[config.mk]
export PLATFORM = sky130hd
export DESIGN_NAME = keyboard_held_key_tracker
export DESIGN_NICKNAME = d
export VERILOG_FILES = /design/src/hw/rtl/hkt_pkg.sv /design/src/hw/rtl/hkt_keymap.sv /design/src/hw/rtl/hkt_cell.sv /design/src/hw/rtl/keyboard_held_key_tracker.sv
export SDC_FILE = /design/constraint.sdc
export NUM_CORES = 1
export LEC_CHECK = 0
export BUFFER_PORTS_ARGS = -buffer_cell sky130_fd_sc_hd__buf_2
export CAP_MARGIN = 10
export CELL_PAD_IN_SITES_DETAIL_PLACEMENT = 1
export CELL_PAD_IN_SITES_GLOBAL_PLACEMENT = 1
export CORE_ASPECT_RATIO = 1.5
export CORE_MARGIN = 3
export CORE_UTILIZATION = 49
export CTS_BUF_LIST = sky130_fd_sc_hd__clkbuf_16
export DETAILED_ROUTE_END_ITERATION = 7
export PLACE_DENSITY_LB_ADDON = 0.1
export SLEW_MARGIN = 20
export SYNTH_ARGS = -nofsm -noshare
export SYNTH_HDL_FRONTEND = slang
export SYNTH_SLANG_ARGS = --single-unit
export TNS_END_PERCENT = 20
[constraint.sdc]
create_clock -name clock -period 5.3 [get_ports clock]
set_clock_uncertainty 0.15 [all_clocks]
set_input_delay 0.265 -clock clock [delete_from_list [all_inputs] [get_ports clock]]
set_output_delay 0.265 -clock clock [all_outputs]
set_load 0.005 [all_outputs]
[src/hw/rtl/hkt_pkg.sv]
`timescale 1ns / 1ps
// ----------------------------------------------------------------------------
// Held key tracker package
// Shared widths, register indexes, reset codes and control structs.
// ----------------------------------------------------------------------------
package hkt_pkg;

   localparam int CODE_W       = 16;
   localparam int KEY_W        = 32;
   localparam int CSR_IDX_W    = 3;
   localparam int NUM_REGS     = 7;
   localparam int NUM_SLOTS    = 6;
   localparam int RELEASE_BIT  = 7;

   localparam logic [CODE_W-1:0] RELEASE_OFFSET = 16'h0080;

   // Register indexes on the configuration port.
   localparam logic [CSR_IDX_W-1:0] REG_LEFT_SHIFT  = 3'd0;
   localparam logic [CSR_IDX_W-1:0] REG_RIGHT_SHIFT = 3'd1;
   localparam logic [CSR_IDX_W-1:0] REG_LEFT_CTRL   = 3'd2;
   localparam logic [CSR_IDX_W-1:0] REG_RIGHT_CTRL  = 3'd3;
   localparam logic [CSR_IDX_W-1:0] REG_LEFT_ALT    = 3'd4;
   localparam logic [CSR_IDX_W-1:0] REG_RIGHT_ALT   = 3'd5;
   localparam logic [CSR_IDX_W-1:0] REG_CAPS_LOCK   = 3'd6;

   typedef logic [CODE_W-1:0] code_type;

   // Reset press codes, scan set 1, in register index order.
   localparam code_type REG_RESET [NUM_REGS] = '{
      16'h002A, 16'h0036, 16'h001D, 16'hE01D, 16'h0038, 16'hE038, 16'h003A
   };

   // What the key map says about the current code.
   typedef struct packed {
      logic is_shift;
      logic is_ctrl;
      logic is_alt;
      logic is_caps;
   } key_class_type;

   // Broadcast to every cell of the held list.
   typedef struct packed {
      logic     insert;
      logic     release_en;
      code_type code;
   } cell_ctrl_type;

endpackage

[src/hw/rtl/hkt_keymap.sv]
`timescale 1ns / 1ps
// ----------------------------------------------------------------------------
// Held key tracker key map
// Modifier code registers and classification of the incoming code.
// ----------------------------------------------------------------------------
module hkt_keymap (
   input  logic                           clock,
   input  logic                           reset,
   input  logic                           csr_valid,
   input  logic [hkt_pkg::CSR_IDX_W-1:0]  csr_index,
   input  logic [hkt_pkg::CODE_W-1:0]     csr_data,
   input  hkt_pkg::code_type              code,
   output hkt_pkg::key_class_type         key_class
);

   hkt_pkg::code_type regs_ff [hkt_pkg::NUM_REGS];

   always_ff @(posedge clock) begin
      if (reset) begin
         for (int i = 0; i < hkt_pkg::NUM_REGS; i++) begin
            regs_ff[i] <= hkt_pkg::REG_RESET[i];
         end
      end else if (csr_valid && (32'(csr_index) < hkt_pkg::NUM_REGS)) begin
         regs_ff[csr_index] <= csr_data;
      end
   end

   always_comb begin
      key_class.is_shift = (code == regs_ff[hkt_pkg::REG_LEFT_SHIFT]) ||
                           (code == regs_ff[hkt_pkg::REG_RIGHT_SHIFT]);
      key_class.is_ctrl  = (code == regs_ff[hkt_pkg::REG_LEFT_CTRL]) ||
                           (code == regs_ff[hkt_pkg::REG_RIGHT_CTRL]);
      key_class.is_alt   = (code == regs_ff[hkt_pkg::REG_LEFT_ALT]) ||
                           (code == regs_ff[hkt_pkg::REG_RIGHT_ALT]);
      key_class.is_caps  = (code == regs_ff[hkt_pkg::REG_CAPS_LOCK]);
   end

endmodule

[src/hw/rtl/hkt_cell.sv]
`timescale 1ns / 1ps
// ----------------------------------------------------------------------------
// Held key tracker cell
// One slot of the held list: compares, shifts in from its newer neighbor,
// and clears itself on the first matching release.
// ----------------------------------------------------------------------------
module hkt_cell (
   input  logic                   clock,
   input  logic                   reset,
   input  hkt_pkg::cell_ctrl_type ctrl,
   input  hkt_pkg::code_type      entry_prev,
   input  logic                   found_prev,
   output hkt_pkg::code_type      entry,
   output logic                   found
);

   hkt_pkg::code_type entry_ff;
   hkt_pkg::code_type entry_in;
   logic              hit;

   assign hit   = (entry_ff == ctrl.code);
   assign found = found_prev || hit;
   assign entry = entry_ff;

   always_comb begin
      entry_in = entry_ff;
      if (ctrl.insert) begin
         entry_in = entry_prev;
      end else if (ctrl.release_en && hit && !found_prev) begin
         entry_in = '0;
      end
   end

   always_ff @(posedge clock) begin
      if (reset) begin
         entry_ff <= '0;
      end else begin
         entry_ff <= entry_in;
      end
   end

endmodule

[src/hw/rtl/keyboard_held_key_tracker.sv]
`timescale 1ns / 1ps
// ----------------------------------------------------------------------------
// Keyboard held key tracker
// Tracks held keys, modifier flags and caps lock from decoded key codes.
// ----------------------------------------------------------------------------
// The block takes one decoded scan-set-1 key code per beat and returns one
// result beat per code, in the cycle after it is accepted. A new code is taken
// every cycle as long as the result side keeps up; the rate is set by the
// single output register, which holds a result until it is taken and stalls
// the request side meanwhile. The held list is a chain of LIST_DEPTH cells,
// slot 0 the newest: a new press shifts every cell into its older neighbor
// and enters slot 0, while a release clears the first cell that holds its
// code, found through a ripple of match bits down the chain. Shift, ctrl and
// alt flags follow their press and release codes, caps lock toggles on each
// press, and codes above 0xFFFF change nothing and are flagged as ignored.
// The slot and flag outputs show the state after the most recent item. The
// modifier codes are programmable through the csr port, which is always
// ready; writes belong in idle periods only.
// ----------------------------------------------------------------------------
module keyboard_held_key_tracker #(
   parameter int LIST_DEPTH = 6
) (
   input  logic                          clock,
   input  logic                          reset,
   // Request channel
   input  logic                          req_valid,
   output logic                          req_stall,
   input  logic [hkt_pkg::KEY_W-1:0]     req_key_code,
   // Result channel
   output logic                          rsp_valid,
   input  logic                          rsp_stall,
   output logic [hkt_pkg::CODE_W-1:0]    rsp_slot_zero,
   output logic [hkt_pkg::CODE_W-1:0]    rsp_slot_one,
   output logic [hkt_pkg::CODE_W-1:0]    rsp_slot_two,
   output logic [hkt_pkg::CODE_W-1:0]    rsp_slot_three,
   output logic [hkt_pkg::CODE_W-1:0]    rsp_slot_four,
   output logic [hkt_pkg::CODE_W-1:0]    rsp_slot_five,
   output logic                          rsp_shift_held,
   output logic                          rsp_ctrl_held,
   output logic                          rsp_alt_held,
   output logic                          rsp_caps_lock_on,
   output logic                          rsp_modifier_pressed,
   output logic                          rsp_code_ignored,
   // Configuration channel
   input  logic                          csr_valid,
   output logic                          csr_ready,
   input  logic [hkt_pkg::CSR_IDX_W-1:0] csr_index,
   input  logic [hkt_pkg::CODE_W-1:0]    csr_data
);

   logic                   accept;
   logic                   in_range;
   logic                   is_release;
   hkt_pkg::code_type      code;
   hkt_pkg::key_class_type key_class;
   hkt_pkg::cell_ctrl_type cell_ctrl;
   logic                   press_other;
   logic                   listed;

   hkt_pkg::code_type entry_chain [LIST_DEPTH+1];
   logic              found_chain [LIST_DEPTH+1];
   hkt_pkg::code_type slot_out    [hkt_pkg::NUM_SLOTS];

   logic rsp_valid_ff, rsp_valid_in;
   logic shift_ff, shift_in;
   logic ctrl_ff, ctrl_in;
   logic alt_ff, alt_in;
   logic caps_ff, caps_in;
   logic mod_pulse_ff, mod_pulse_in;
   logic ignored_ff, ignored_in;

   // A new code is only taken when the result register is free or drains now,
   // so the state registers always match the result on display.
   assign req_stall = rsp_valid_ff && rsp_stall;
   assign accept    = req_valid && !req_stall;
   assign csr_ready = 1'b1;

   assign in_range   = (req_key_code[hkt_pkg::KEY_W-1:hkt_pkg::CODE_W] == '0);
   assign is_release = req_key_code[hkt_pkg::RELEASE_BIT];

   // Release codes are matched against their press form.
   always_comb begin
      code = req_key_code[hkt_pkg::CODE_W-1:0];
      if (is_release) begin
         code = req_key_code[hkt_pkg::CODE_W-1:0] - hkt_pkg::RELEASE_OFFSET;
      end
   end

   hkt_keymap u_keymap (
      .clock     (clock),
      .reset     (reset),
      .csr_valid (csr_valid && csr_ready),
      .csr_index (csr_index),
      .csr_data  (csr_data),
      .code      (code),
      .key_class (key_class)
   );

   // Caps lock only counts as special on a press; its release is searched in
   // the list like an ordinary key.
   assign press_other = accept && in_range && !is_release &&
                        !key_class.is_shift && !key_class.is_ctrl &&
                        !key_class.is_alt && !key_class.is_caps;

   assign listed = found_chain[LIST_DEPTH];

   always_comb begin
      cell_ctrl.code       = code;
      cell_ctrl.insert     = press_other && !listed;
      cell_ctrl.release_en = accept && in_range && is_release &&
                             !key_class.is_shift && !key_class.is_ctrl &&
                             !key_class.is_alt;
   end

   assign entry_chain[0] = code;
   assign found_chain[0] = 1'b0;

   for (genvar i = 0; i < LIST_DEPTH; i++) begin : g_cell
      hkt_cell u_cell (
         .clock      (clock),
         .reset      (reset),
         .ctrl       (cell_ctrl),
         .entry_prev (entry_chain[i]),
         .found_prev (found_chain[i]),
         .entry      (entry_chain[i+1]),
         .found      (found_chain[i+1])
      );
   end

   // Slots past the end of a short list read as empty.
   for (genvar i = 0; i < hkt_pkg::NUM_SLOTS; i++) begin : g_slot
      if (i < LIST_DEPTH) begin : g_used
         assign slot_out[i] = entry_chain[i+1];
      end else begin : g_empty
         assign slot_out[i] = '0;
      end
   end

   // Modifier flags follow shift first, then ctrl, then alt, then caps lock.
   always_comb begin
      shift_in     = shift_ff;
      ctrl_in      = ctrl_ff;
      alt_in       = alt_ff;
      caps_in      = caps_ff;
      mod_pulse_in = mod_pulse_ff;
      ignored_in   = ignored_ff;
      if (accept) begin
         mod_pulse_in = 1'b0;
         ignored_in   = !in_range;
         if (in_range) begin
            priority if (key_class.is_shift) begin
               shift_in     = !is_release;
               mod_pulse_in = !is_release;
            end else if (key_class.is_ctrl) begin
               ctrl_in      = !is_release;
               mod_pulse_in = !is_release;
            end else if (key_class.is_alt) begin
               alt_in       = !is_release;
               mod_pulse_in = !is_release;
            end else if (key_class.is_caps && !is_release) begin
               caps_in = !caps_ff;
            end else begin
               caps_in = caps_ff;
            end
         end
      end
   end

   always_comb begin
      rsp_valid_in = rsp_valid_ff;
      if (accept) begin
         rsp_valid_in = 1'b1;
      end else if (!rsp_stall) begin
         rsp_valid_in = 1'b0;
      end
   end

   always_ff @(posedge clock) begin
      if (reset) begin
         rsp_valid_ff <= 1'b0;
         shift_ff     <= 1'b0;
         ctrl_ff      <= 1'b0;
         alt_ff       <= 1'b0;
         caps_ff      <= 1'b0;
      end else begin
         rsp_valid_ff <= rsp_valid_in;
         shift_ff     <= shift_in;
         ctrl_ff      <= ctrl_in;
         alt_ff       <= alt_in;
         caps_ff      <= caps_in;
      end
   end

   always_ff @(posedge clock) begin
      mod_pulse_ff <= mod_pulse_in;
      ignored_ff   <= ignored_in;
   end

   assign rsp_valid            = rsp_valid_ff;
   assign rsp_slot_zero        = slot_out[0];
   assign rsp_slot_one         = slot_out[1];
   assign rsp_slot_two         = slot_out[2];
   assign rsp_slot_three       = slot_out[3];
   assign rsp_slot_four        = slot_out[4];
   assign rsp_slot_five        = slot_out[5];
   assign rsp_shift_held       = shift_ff;
   assign rsp_ctrl_held        = ctrl_ff;
   assign rsp_alt_held         = alt_ff;
   assign rsp_caps_lock_on     = caps_ff;
   assign rsp_modifier_pressed = mod_pulse_ff;
   assign rsp_code_ignored     = ignored_ff;

endmodule

# ---- Yosys cells after proc, flatten, opt, wreduce, memory -nomap -nowiden
# Memory sizes are Yosys's and may differ from the RTL's.
# Index checks and enable logic that the tools add are counted.
# W data, S select, Z words.
dict set report word_totals {
  regBits 103
  latchBits 0
  ram_bits 112
  romBits 0
  inputBits 56
  output_inout_bits 105
  elab_cells 119
  n_memories 1
}
dict set report classes {
  add_sub_neg 1
  multipliers 0
  div_mod_pow 0
  order_cmp 1
  eq_ne 14
  n_shift 0
  mux 26
  bitwise 3
  reduce_logical 60
}
# memory words word_bits rd rd_clocked_by_memory_dff wr line_no
set memory_table {}
lappend memory_table {u_keymap.regs_ff 7 16 7 0 7 hkt_keymap.sv:16} ;# hkt_pkg::code_type regs_ff [hkt_pkg::NUM_REGS];
# operator n
set op_table {}
lappend op_table {{$mux W16} 14}
lappend op_table {{$eq A16 B16 Y1} 13}
lappend op_table {{$logic_and A1 B1 Y1} 26}
lappend op_table {{$logic_not A16 Y1} 1}
lappend op_table {{$reduce_or A16 Y1} 1}
lappend op_table {{$sub A16 B8 Y16 const B} 1}
lappend op_table {{$logic_not A1 Y1} 14}
lappend op_table {{$reduce_bool A2 Y1} 6}
lappend op_table {{$mux W1} 11}
lappend op_table {{$logic_or A1 B1 Y1} 8}
lappend op_table {{$reduce_and A6 Y1} 1}
lappend op_table {{$reduce_and A5 Y1} 1}
lappend op_table {{$reduce_and A4 Y1} 1}
lappend op_table {{$lt A3 B3 Y1 const B} 1}
lappend op_table {{$mux W3} 1}
lappend op_table {{$not A1 Y1} 3}
lappend op_table {{$reduce_and A3 Y1} 1}
lappend op_table {{$ne A2 B1 Y1 const B} 1}

# ---- Logic depth before layout (Yosys ltp)
# Gate-level depths: netlist (run 1).
dict set report depth {
  depth_word 12
  depth_mapped 12
  ltp_nobuf 8
}

# ---- Hierarchy
# Synthesis (run 1) repeated with hierarchy kept, for this count alone.
dict set report hier_totals {
  cells_unflattened 1100
  hier_area_um2 10805.4
}
# module n_inst cells_per_inst area_each_um2 seq_area_each_um2
set by_module_without_submodules {}
lappend by_module_without_submodules {hkt_keymap 1 478 5418.9 3203.1}
lappend by_module_without_submodules {hkt_cell 6 95 828.3 320.3}
lappend by_module_without_submodules {keyboard_held_key_tracker 1 52 416.6 160.2}

# ---- Worst setup path before layout (run 1)
# OpenSTA, ideal clock, no wires.
dict set report synth_path {
  path_kind {in2reg}
  from {input req_key_code[5] (netlist name)}
  to {register g_cell[1].u_cell.entry_ff[0]}
  setup_ns 0.117
  t_arrival_ns 2.321
  t_required_ns 5.033
  setup_slack_ns 2.712
  path_stages 11
  path_buffers 3
  path_cell_list {buf_4 xor2_1 or4_1 nor4_4 a211oi_4 nand3_2 or3_1 buf_4 nor2_8 buf_6 a22o_1}
}
dict set report synth_via {
  elab_chain_len 11
  elab_cells_between_ends 41
  cone_classes {add/sub: 1; eq/ne: 13; mux: 2; reduce/logical: 25}
}
# item line_no
set synth_lines {}
lappend synth_lines {{from (decl)} keyboard_held_key_tracker.sv:28} ;# input logic [hkt_pkg::KEY_W-1:0] req_key_code,
lappend synth_lines {{$sub A16 B8 Y16} keyboard_held_key_tracker.sv:85} ;# code = req_key_code[hkt_pkg::CODE_W-1:0] - hkt_pkg::RELEASE_OFFSET;
lappend synth_lines {{$mux W16 (*)} keyboard_held_key_tracker.sv:84} ;# if (is_release) begin
lappend synth_lines {{$eq A16 B16 Y1 (on tied branches)} {hkt_keymap.sv:29, hkt_cell.sv:21, hkt_keymap.sv:30}}
lappend synth_lines {{$logic_or A1 B1 Y1 (on tied branches)} {hkt_keymap.sv:29, hkt_cell.sv:22}}
lappend synth_lines {{$logic_not A1 Y1 / $logic_or A1 B1 Y1 (equally long branches)} {keyboard_held_key_tracker.sv:102, keyboard_held_key_tracker.sv:111, hkt_cell.sv:22}}
lappend synth_lines {{$logic_and A1 B1 Y1 (tied with other cells)} keyboard_held_key_tracker.sv:101} ;# assign press_other = accept && in_range && !is_release &&
lappend synth_lines {{$logic_and A1 B1 Y1 (tied with other cells) (2 in a row)} keyboard_held_key_tracker.sv:102} ;# !key_class.is_shift && !key_class.is_ctrl &&
lappend synth_lines {{$logic_and A1 B1 Y1 (tied with other cells)} keyboard_held_key_tracker.sv:103} ;# !key_class.is_alt && !key_class.is_caps;
lappend synth_lines {{$logic_and A1 B1 Y1 (on tied branches)} {keyboard_held_key_tracker.sv:109, hkt_cell.sv:29}}
lappend synth_lines {{$mux W16 / $reduce_bool A2 Y1 (equally long branches)} -}
lappend synth_lines {{to (signal assigned)} hkt_cell.sv:38} ;# entry_ff <= entry_in;
lappend synth_lines {{to (decl)} hkt_cell.sv:17} ;# hkt_pkg::code_type entry_ff;
# Every way passes the cells marked *; elsewhere a longest branch is shown, timed or not.
# A chain may end at the register's enable or synchronous reset.

# ---- Worst setup path after layout (run 1)
dict set report layout_path {
  from {register g_cell[5].u_cell.entry_ff[6]}
  to {register g_cell[3].u_cell.entry_ff[1]}
}
dict set report layout_via {
  elab_chain_len 5
  elab_cells_between_ends 6
  cone_classes {eq/ne: 1; mux: 1; reduce/logical: 4}
}
# item line_no
set layout_lines {}
lappend layout_lines {{from (decl)} hkt_cell.sv:17}
lappend layout_lines {{from (signal assigned)} hkt_cell.sv:38}
lappend layout_lines {{$eq A16 B16 Y1 (*)} hkt_cell.sv:21} ;# assign hit = (entry_ff == ctrl.code);
lappend layout_lines {{$logic_or A1 B1 Y1 (*)} hkt_cell.sv:22} ;# assign found = found_prev || hit;
lappend layout_lines {{$logic_not A1 Y1 (*)} keyboard_held_key_tracker.sv:109} ;# cell_ctrl.insert = press_other && !listed;
lappend layout_lines {{$logic_and A1 B1 Y1 (*)} keyboard_held_key_tracker.sv:109}
lappend layout_lines {{$mux W16 / $reduce_bool A2 Y1 (equally long branches)} -}
lappend layout_lines {{to (signal assigned)} hkt_cell.sv:38}
lappend layout_lines {{to (decl)} hkt_cell.sv:17}
# Marked as above.

==> impl_metrics.yaml, run 1 <==
worst_setup_path:
  ff2ff_setup_slack_ns: 1.95
  path_cells: "xor2_1 > or4_1 > nor4_1 > nor2_1 > nand3_2 > or3_1 > nor2_8 > buf_16 > a22o_1"
  endpoint_kind: "flop"
  max_stage_delay_ns: 0.65
  path_class: "reg -> reg"
  worstReg2RegStart: "g_cell[5].u_cell.entry[6]$_SDFFE_PP0P_"
  rr_endpoint: "g_cell[3].u_cell.entry[1]$_SDFFE_PP0P_"
  start_kind: "flop"
  arrival_ns: 3.58
  rr_worst_depth: 9
  critPathTopFamily: "simple AND/OR/NAND/NOR gates"
  worstPathRequired_ns: 5.52
  slowest_stage: "nor4_1"
  path_max_fanout: 63
  cp_num_buf_inv: 1
pwr:
  peakVddDrop_v: 0.000241
  leakagePower_uw: 0.00471
  power_uw: 3500
  power.density_mw_per_mm2: 305
clock_tree:
  numCtsBuffers: 21
  tritoncts: "built"
  clk_latency_ns: 0.50
  clock-sinks: 214
  cts_hold_buf: 19
  cts_root_buf: "clkbuf_16"
  path_clk_slew_ns: 0.06
  cts_setup_buffers: 0
  htreeDepth: 1
  cts.repair.resized: 0
  clockBufferDepth: 3
detailed_routing:
  initialDrtViolationCount: 398
  met2_length_um: 16800
  dr.pass1.iters: 5
  route.met3.wl_um: 1700
  ant_nets: 0
  drc_errors: 0
  wirelength_um: 30900
  top_layer: "met4"
  wl_per_cell_um: 24.5
  vias: 7334
  vias_per_cell: 5.81
  m1WireLength_um: 11000
sta:
  fin_crit_sh_pct: 63.2
  tightest_slew_ns: 0.931
  finalHoldViolCount: 0
  fmax_mhz: 298
  fin_setup_tns_ns: 0
  setup_viol: 0
  rsz0062_at_grt: "no"
  fin_crit_ns: 3.35
  slew_headroom_pct: 37.4
  slew_viol_final: 0
  setup_slack_ns: 1.95
global_route:
  grt_max_degree: 91
  grt_overflow: 0
  grt_pass1_vias: 7831
  antenna_found_initial: 0
  grt_pass1_wl_um: 46500
  globalRouteTotalUtil_pct: 27.6
place:
  place.port_buffers: 158
  place_inst: 1206
  pre_cts_slack_ns: 1.45
  dp_hpwl_um: 21800
  routabilityCongestion: 0.853
die:
  rows: 63
  die_w_um: 123
  initial_core_util_pct: 50.2
  coreArea_mm2: 0.0199
  die_area_mm2: 0.0222
  ioPinCount: 161
  die_h_um: 181
synth:
  yosys_warnings: 0
  synth_nets: 904
  synth_cells: 848
  synth_edf_count: 98
  async_flop_share_pct: 0
  ys_ff_latch: 214
  yosysUniqueCellTypes: 48
  syn_avg_cell_area_um2: 11.8
  yosysSeqAreaShare_pct: 52.6
  synth_ff_type: "dfxtp_1"
  syn_area_mm2: 0.0100
worst_hold_path:
  hp-class: "in -> reg"
  hold_start: "csr_index[1]"
  hold_depth: 3
  worstHoldEndpoint: "u_keymap.regs_ff[0][5]$_SDFFCE_PN1P_"
flow_run:
  maxCapViolCount: 0
finish:
  largest_reg_flops: 112
  areaGrowthSynthToFinish_pct: 14.6
  fin_util_pct: 57.5
  largest-register: "u_keymap.regs_ff"
  fin_nets: 1045
  diodes: 0
  drive_above_1_share_pct: 20.8
  stdcell_count: 1263
run_status:
  status: "completed"
[metrics by stage]
step	area, um2	hold WS [ns]
after detailed placement	10600	0.343
after floorplan	10000	0.211
final	11500	0.0354
after global routing	11500	0.0529
after CTS	11400	0.0243
after global placement	10600	0.329
[area by class of cell]
class	instances	area (um2)
Clock buffer	22	551
Clock inverter	15	87.6
Fill cell	2189	8480
Inverter	21	78.8
Multi-Input combinational cell	551	4130
Sequential cell	214	5270
Tap cell	260	325
Timing Repair Buffer	180	1020
[cell families (layout without fill, tap and decap cells)]
group,Yosys count,in the layout,synth area share [%]
simple gates,227,227,12.2
flops,214,214,52.6
xor+xnor,195,195,17.1
compound gates,116,116,10.8
buf+inv,83,238,6.12
mux,11,11,1.10
other cells,2,2,0.0751
[cells in the mapped netlist (3+ instances only)]
library cell	n	area share, %
nand2_1	43	1.6
xor2_1	111	9.7
and2_1	18	1.1
nand4_1	25	1.6
a31oi_4	4	0.85
or4_1	7	0.53
nand2b_1	3	0.19
and3_1	6	0.38
buf_4	21	1.6
buf_8	5	0.75
nand3_1	6	0.30
xnor2_1	84	7.4
mux2i_1	11	1.1
a22o_1	90	7.9
o22a_1	9	0.79
dfxtp_1	116	23
nor4_1	35	2.2
clkbuf_1	14	0.53
nor2_1	68	2.6
edfxtp_1	98	29
buf_6	22	2.5
inv_1	21	0.79
[worst max-delay path by stage]
stage | from | end | slack, ns | depth (start not counted)
6_report | g_cell[5].u_cell.entry[6]$_SDFFE_PP0P_ | g_cell[3].u_cell.entry[1]$_SDFFE_PP0P_ | 1.95 | 9
3_3_place_gp | req_key_code[13] | g_cell[1].u_cell.entry[2]$_SDFFE_PP0P_ | 1.56 | 9
3_5_place_dp | req_key_code[10] | g_cell[1].u_cell.entry[11]$_SDFFE_PP0P_ | 1.45 | 9
5_1_grt | g_cell[5].u_cell.entry[6]$_SDFFE_PP0P_ | g_cell[1].u_cell.entry[11]$_SDFFE_PP0P_ | 1.82 | 9
4_1_cts | g_cell[0].u_cell.entry[12]$_SDFFE_PP0P_ | g_cell[3].u_cell.entry[1]$_SDFFE_PP0P_ | 1.82 | 8
2_1_floorplan | req_key_code[5] | g_cell[1].u_cell.entry[0]$_SDFFE_PP0P_ | 2.71 | 11
[power breakdown]
group	switching (uW)	leakage [uW]	total (uW)	internal, uW
Sequential	23.4	0.00188	1800	1780
Combinational	184	0.00249	282	98.8
Clock	620	0.000329	1420	796
Total	828	0.00471	3500	2670
[layout by cell type, fill, tap and decap left out, types with 7 or more instances in the layout]
cell type,netlist,layout
nor4_1,35,35
xnor2_1,84,84
mux2i_1,11,11
nand4_1,25,25
nor2_1,68,68
xor2_1,111,111
a22o_1,90,90
clkbuf_16,0,22
or4_1,7,7
edfxtp_1,98,98
o22a_1,9,9
nand2_1,43,43
dlygate4sd3_1,0,19
buf_2,0,158
dfxtp_1,116,116
inv_1,21,23
and2_1,18,18
[metal layers]
layer  up-vias  global-route usage, %
met5         -                      0
met4         0                   12.3
met3        83                   3.79
met2       262                   51.8
met1      3706                   30.1
li1       3283                      -
[tightest hold or removal path, delay by kind of cell]
family	cells	cell delay, ns
simple gates	2	0.17
buf+inv	1	0.14
(Power assumes the default switching activity.)
==> run 2, diff against run 1 <==
--- a/config.mk
+++ b/config.mk
@@ -11,7 +11,7 @@
 export CELL_PAD_IN_SITES_GLOBAL_PLACEMENT = 1
 export CORE_ASPECT_RATIO = 1.5
 export CORE_MARGIN = 3
-export CORE_UTILIZATION = 49
+export CORE_UTILIZATION = 41
 export CTS_BUF_LIST = sky130_fd_sc_hd__clkbuf_16
 export DETAILED_ROUTE_END_ITERATION = 7
 export PLACE_DENSITY_LB_ADDON = 0.1
==> constraint.sdc (replaced) <==
create_clock -name clock -period 2.99 [get_ports clock]
set_clock_uncertainty 0.15 [all_clocks]
set_input_delay 0.1495 -clock clock [delete_from_list [all_inputs] [get_ports clock]]
set_output_delay 0.1495 -clock clock [all_outputs]
set_load 0.005 [all_outputs]
==> run 2 against run 1 <==
  * Clock power rose by 79%
  * Flip-flop and latch count did not move
  * Wire length rose by 11%
  * Worst setup slack got worse by 1.9 ns
  * Via count rose by 4.4%
  * Die area rose by 19%
  * Sequential power rose by 77%
  * Largest power group unchanged
  * Highest routed layer unchanged
==> impl_metrics.yaml, run 2 (synthesis results as in run 1) <==
clock_tree:
  htreeDepth: 1
  path_clk_slew_ns: 0.06
  clockBufferDepth: 3
  clk_latency_ns: 0.51
  cts_root_buf: "clkbuf_16"
  tritoncts: "built"
  clock-sinks: 214
  numCtsBuffers: 22
worst_setup_path:
  path_max_fanout: 56
  path_class: "in -> reg"
  start_kind: "input port"
  max_stage_delay_ns: 0.88
  endpoint_kind: "flop"
  worstPathRequired_ns: 3.24
  rr_worst_depth: 9
  rr_endpoint: "g_cell[2].u_cell.entry[5]$_SDFFE_PP0P_"
  slowest_stage: "nor4_1"
  ff2ff_setup_slack_ns: 0.13
  arrival_ns: 3.18
  path_cells: "dlygate4sd3_1 > buf_2 > buf_12 > xor2_1 > nor4_1 > a211oi_4 > nand3_2 > or3_4 > nor2_8 > buf_16 > a22o_1"
  worstReg2RegStart: "g_cell[0].u_cell.entry[0]$_SDFFE_PP0P_"
sta:
  fin_crit_sh_pct: 97.8
  rsz0062_at_grt: "no"
  finalHoldViolCount: 0
  holdWs_ns: 0.0170
  slew_headroom_pct: 29.4
  slew_viol_final: 0
  setup_viol: 0
  fmax_mhz: 342
  fin_crit_ns: 2.93
  tightest_slew_ns: 1.05
detailed_routing:
  drc_errors: 0
  vias: 7656
  dr.pass1.iters: 4
  ant_nets: 0
  vias_per_cell: 5.24
  initialDrtViolationCount: 557
  wl_per_cell_um: 23.5
  wirelength_um: 34300
finish:
  stdcell_count: 1461
  seq_area_mm2: 0.00527
  diodes: 0
  areaGrowthSynthToFinish_pct: 29.8
  layout_common_cells: "buf_2 (158), dfxtp_1 (116), xor2_1 (111), edfxtp_1 (98), buf_4 (95)"
  drive_above_1_share_pct: 29.4
  fin_util_pct: 54.5
  layout_commonest_cell: "buf_2"
  nFillCells: 2586
  multi_input_area_mm2: 0.00416
  largest_reg_flops: 112
  fin_nets: 1183
  largest-register: "u_keymap.regs_ff"
global_route:
  grt_overflow: 0
  grt_max_degree: 57
  grt_pass1_wl_um: 50800
  grt_pass1_vias: 8188
  antenna_found_initial: 0
  globalRouteTotalUtil_pct: 25.6
pwr:
  pwr-share-comb_pct: 10.1
  peakVddDrop_v: 0.000417
  clockPowerShare_pct: 39.8
  switching_share_pct: 24.4
  leakagePower_uw: 0.00553
  p_int_uw: 4830
  seqPwrFrac_pct: 50.0
  p_sw_uw: 1560
  power.density_mw_per_mm2: 492
die:
  die_w_um: 134
  die_area_mm2: 0.0264
  initial_core_util_pct: 42.0
  coreArea_mm2: 0.0238
  die_h_um: 197
  rows: 69
  ioPinCount: 161
place:
  place_inst: 1386
  place.port_buffers: 158
  dp_hpwl_um: 25300
  routabilityCongestion: 0.841
worst_hold_path:
  hold_depth: 3
  hold_start: "req_key_code[14]"
  worstHoldEndpoint: "g_cell[0].u_cell.entry[14]$_SDFFE_PP0P_"
  hp-class: "in -> reg"
run_status:
  status: "completed"
flow_run:
  maxCapViolCount: 0
-- run 2: worst max-delay path, delay by kind of cell --
| family | cells | cell delay (ns) |
|---|---|---|
| XOR/XNOR | 1 | 0.14 |
| buffers and inverters | 4 | 1.05 |
| AND/OR/NAND/NOR | 4 | 1.30 |
| AO/OA/AOI/OAI | 2 | 0.44 |
-- run 2: final cells by class --
| type | instances | share of cell area (%) |
|---|---|---|
| Clock buffer | 23 | 4.43 |
| Clock inverter | 16 | 0.530 |
| Inverter | 21 | 0.607 |
| Multi-Input combinational cell | 552 | 32.1 |
| Sequential cell | 214 | 40.6 |
| Tap cell | 319 | 3.07 |
| Timing Repair Buffer | 316 | 18.7 |
-- run 2: what timing repair did --
item / CTS / global route
buffers inserted: 0 / 1
endpoints found under the hold margin: 67 / 0
resized for setup: 0 / 3
hold buffers: 34 / 0
endpoints found under the setup margin: 0 / 56
-- run 2: worst max-delay path by stage --
stage | start | to | depth (start not counted)
after floorplan | g_cell[1].u_cell.entry[5]$_SDFFE_PP0P_ | g_cell[1].u_cell.entry[0]$_SDFFE_PP0P_ | 10
after global placement | req_key_code[12] | g_cell[1].u_cell.entry[13]$_SDFFE_PP0P_ | 10
after detailed placement | req_key_code[13] | g_cell[1].u_cell.entry[1]$_SDFFE_PP0P_ | 12
after CTS | req_key_code[11] | g_cell[1].u_cell.entry[10]$_SDFFE_PP0P_ | 12
after global routing | req_key_code[9] | g_cell[1].u_cell.entry[11]$_SDFFE_PP0P_ | 11
final | req_key_code[9] | g_cell[2].u_cell.entry[5]$_SDFFE_PP0P_ | 11
-- run 2: power by group through the flow --
stage,registers [uW],logic [uW],clock network (uW)
2_1_floorplan,3250,352,0
3_3_place_gp,3250,601,0
3_5_place_dp,3260,607,0
4_1_cts,3200,647,2570
5_1_grt,3200,694,2690
6_report,3190,647,2540
-- run 2: per-stage QoR --
stage / instance area, um2 / power, uW / setup WS (ns) / setup TNS [ns]
after floorplan: 10000 / 3600 / 0.457 / 0
after CTS: 12900 / 6420 / 0.00259 / 0
final: 13000 / 6390 / 0.0645 / 0
after global routing: 13000 / 6590 / 0.00135 / 0
after global placement: 11900 / 3850 / -0.229 / -19.60
after detailed placement: 11900 / 3870 / -0.0685 / -2.37
-- run 2: routing by layer --
layer	track usage [%]	wire length (um)	vias up	part of all wire (%)
met5	0	0	-	0
met4	9.49	1340	0	3.9
met3	3.75	1540	72	4.5
met2	49.5	18800	231	55
met1	28.1	12600	3796	37
li1	-	-	3557	-
==> run 3, diff against run 2 <==
--- a/config.mk
+++ b/config.mk
@@ -15,6 +15,7 @@
 export CTS_BUF_LIST = sky130_fd_sc_hd__clkbuf_16
 export DETAILED_ROUTE_END_ITERATION = 7
 export PLACE_DENSITY_LB_ADDON = 0.1
+export REMOVE_ABC_BUFFERS = 1
 export SLEW_MARGIN = 20
 export SYNTH_ARGS = -nofsm -noshare
 export SYNTH_HDL_FRONTEND = slang
==> run 3 against run 2 <==
  * Maximum frequency increased by 2.4%
  * Register-to-register slack improved by 0.04 ns
  * Die area is the same
  * Utilization is 0.22 points higher
  * Non-clock buffer count grew 1
  * Sequential power is essentially flat
  * Critical endpoint is now g_cell[1].u_cell.entry[9]$_SDFFE_PP0P_
  * Clock power rose by 8%
  * Largest power group unchanged
  * Wire length grew 1.3%
  * Design area is 0.40% higher
==> impl_metrics.yaml, run 3 (synthesis results as in run 1) <==
finish:
  fin_util_pct: 54.7
  seq_area_mm2: 0.00527
  fin_nets: 1185
  largest_reg_flops: 112
  nFillCells: 2583
  final_area_mm2: 0.0130
  diodes: 0
  multi_input_area_mm2: 0.00415
  drive_above_1_share_pct: 28.6
  layout_common_cells: "buf_2 (158), dfxtp_1 (116), xor2_1 (111), edfxtp_1 (98), a22o_1 (90)"
  largest-register: "u_keymap.regs_ff"
  areaGrowthSynthToFinish_pct: 30.3
  layout_commonest_cell: "buf_2"
global_route:
  grt_max_degree: 48
  grt_pass1_wl_um: 51200
  grt_overflow: 0
  globalRouteTotalUtil_pct: 25.8
  met2_usage_pct: 49.9
  grt_use_met1_pct: 29.4
  antenna_found_initial: 0
  grt.busiest_layer: "met2"
  grt_pass1_vias: 8176
  use_met3_pct: 2.85
worst_setup_path:
  path_cells: "dlygate4sd3_1 > buf_2 > buf_12 > xor2_1 > or4_1 > nor4_1 > nor2_1 > nand3_2 > or3_4 > nor2_8 > buf_12 > a22o_1"
  start_kind: "input port"
  ff2ff_setup_slack_ns: 0.17
  max_stage_delay_ns: 0.54
  path_class: "in -> reg"
  worstPathRequired_ns: 3.23
  arrival_ns: 3.10
  path_max_fanout: 47
  endpoint_kind: "flop"
  slowest_stage: "nor4_1"
  crit_top_cell: "buf_12"
sta:
  setup_slack_ns: 0.132
  fmax_mhz: 350
  tightest_slew_ns: 0.843
  rsz0062_at_grt: "no"
  fin_crit_ns: 2.86
  fin_crit_sh_pct: 95.6
  finalHoldViolCount: 0
  slew_viol_final: 0
  slew_headroom_pct: 43.3
  setup_viol: 0
place:
  placed_area_mm2: 0.0119
  dp_hpwl_um: 25400
  routabilityCongestion: 0.844
  pre_cts_slack_ns: -0.149
  place.port_buffers: 158
clock_tree:
  clockBufferDepth: 3
  cts_setup_buffers: 0
  clk_latency_ns: 0.52
  numCtsBuffers: 23
  htreeDepth: 1
  path_clk_slew_ns: 0.06
  clock-sinks: 214
  cts_root_buf: "clkbuf_16"
  tritoncts: "built"
die:
  die_h_um: 197
  ioPinCount: 161
  die_w_um: 134
  coreArea_mm2: 0.0238
  initial_core_util_pct: 42.0
  rows: 69
  die_area_mm2: 0.0264
detailed_routing:
  wirelength_um: 34800
  ant_nets: 0
  dr.pass1.iters: 5
  initialDrtViolationCount: 474
  wl_per_cell_um: 23.8
  drc_errors: 0
  vias_per_cell: 5.28
  vias: 7723
pwr:
  peakVddDrop_v: 0.000439
  power.density_mw_per_mm2: 505
  leakagePower_uw: 0.00555
run_status:
  status: "completed"
worst_hold_path:
  hp-class: "in -> reg"
flow_run:
  maxCapViolCount: 0
==> run 3: worst paths after layout <==
check | from | end | cells after the start
max | req_key_code[9] | g_cell[1].u_cell.entry[9]$_SDFFE_PP0P_ | 12
min | rsp_stall | rsp_code_ignored$_DFFE_PP_ | 4
max reg2reg | g_cell[5].u_cell.entry[6]$_SDFFE_PP0P_ | g_cell[1].u_cell.entry[9]$_SDFFE_PP0P_ | 9
min reg2reg | rsp_shift_held$_SDFFE_PP0P_ | rsp_shift_held$_SDFFE_PP0P_ | 2
==> run 3: final cells by class <==
class / instances / area share (%)
Sequential cell: 214 / 40.4
Multi-Input combinational cell: 552 / 31.8
Timing Repair Buffer: 317 / 18.7
Clock buffer: 23 / 4.42
Tap cell: 319 / 3.06
Clock inverter: 18 / 1.02
Inverter: 21 / 0.605
==> run 3: what timing repair did <==
item                                   CTS  global route
endpoints found under the hold margin   68             0
gates resized for setup                  0             2
setup endpoints to repair                0            53
hold buffers                            44             0
==> run 3: worst max-delay path: cells and delay by family <==
kind	cells	cell delay, ns
and+or+nand+nor	6	1.43
AOI/OAI and AO/OA	1	0.28
xor gates and xnor gates	1	0.15
buffers and inverters	4	1.03
==> run 3: report_power, final <==
group	leakage (uW)	internal, uW	switching, uW
Clock	0.000379	1570	1180
Sequential	0.00188	3150	40.3
Combinational	0.00328	288	363
Total	0.00555	5010	1580
==> run 3: routing by layer <==
metal | wire (um) | share of wire (%)
met1 | 13400 | 39
met2 | 19000 | 55
met3 | 1220 | 3.5
met4 | 1180 | 3.4
met5 | 0 | 0
==> run 3: per-stage QoR <==
step,power (uW),setup TNS [ns],hold slack [ns],cells
after floorplan,3500,0,0.0686,786
after global placement,3850,-17.91,0.221,1377
after detailed placement,3870,-5.54,0.236,1378
after CTS,6620,0,0.0593,1463
after global routing,6800,0,0.0749,1464
final,6590,0,0.0626,1464
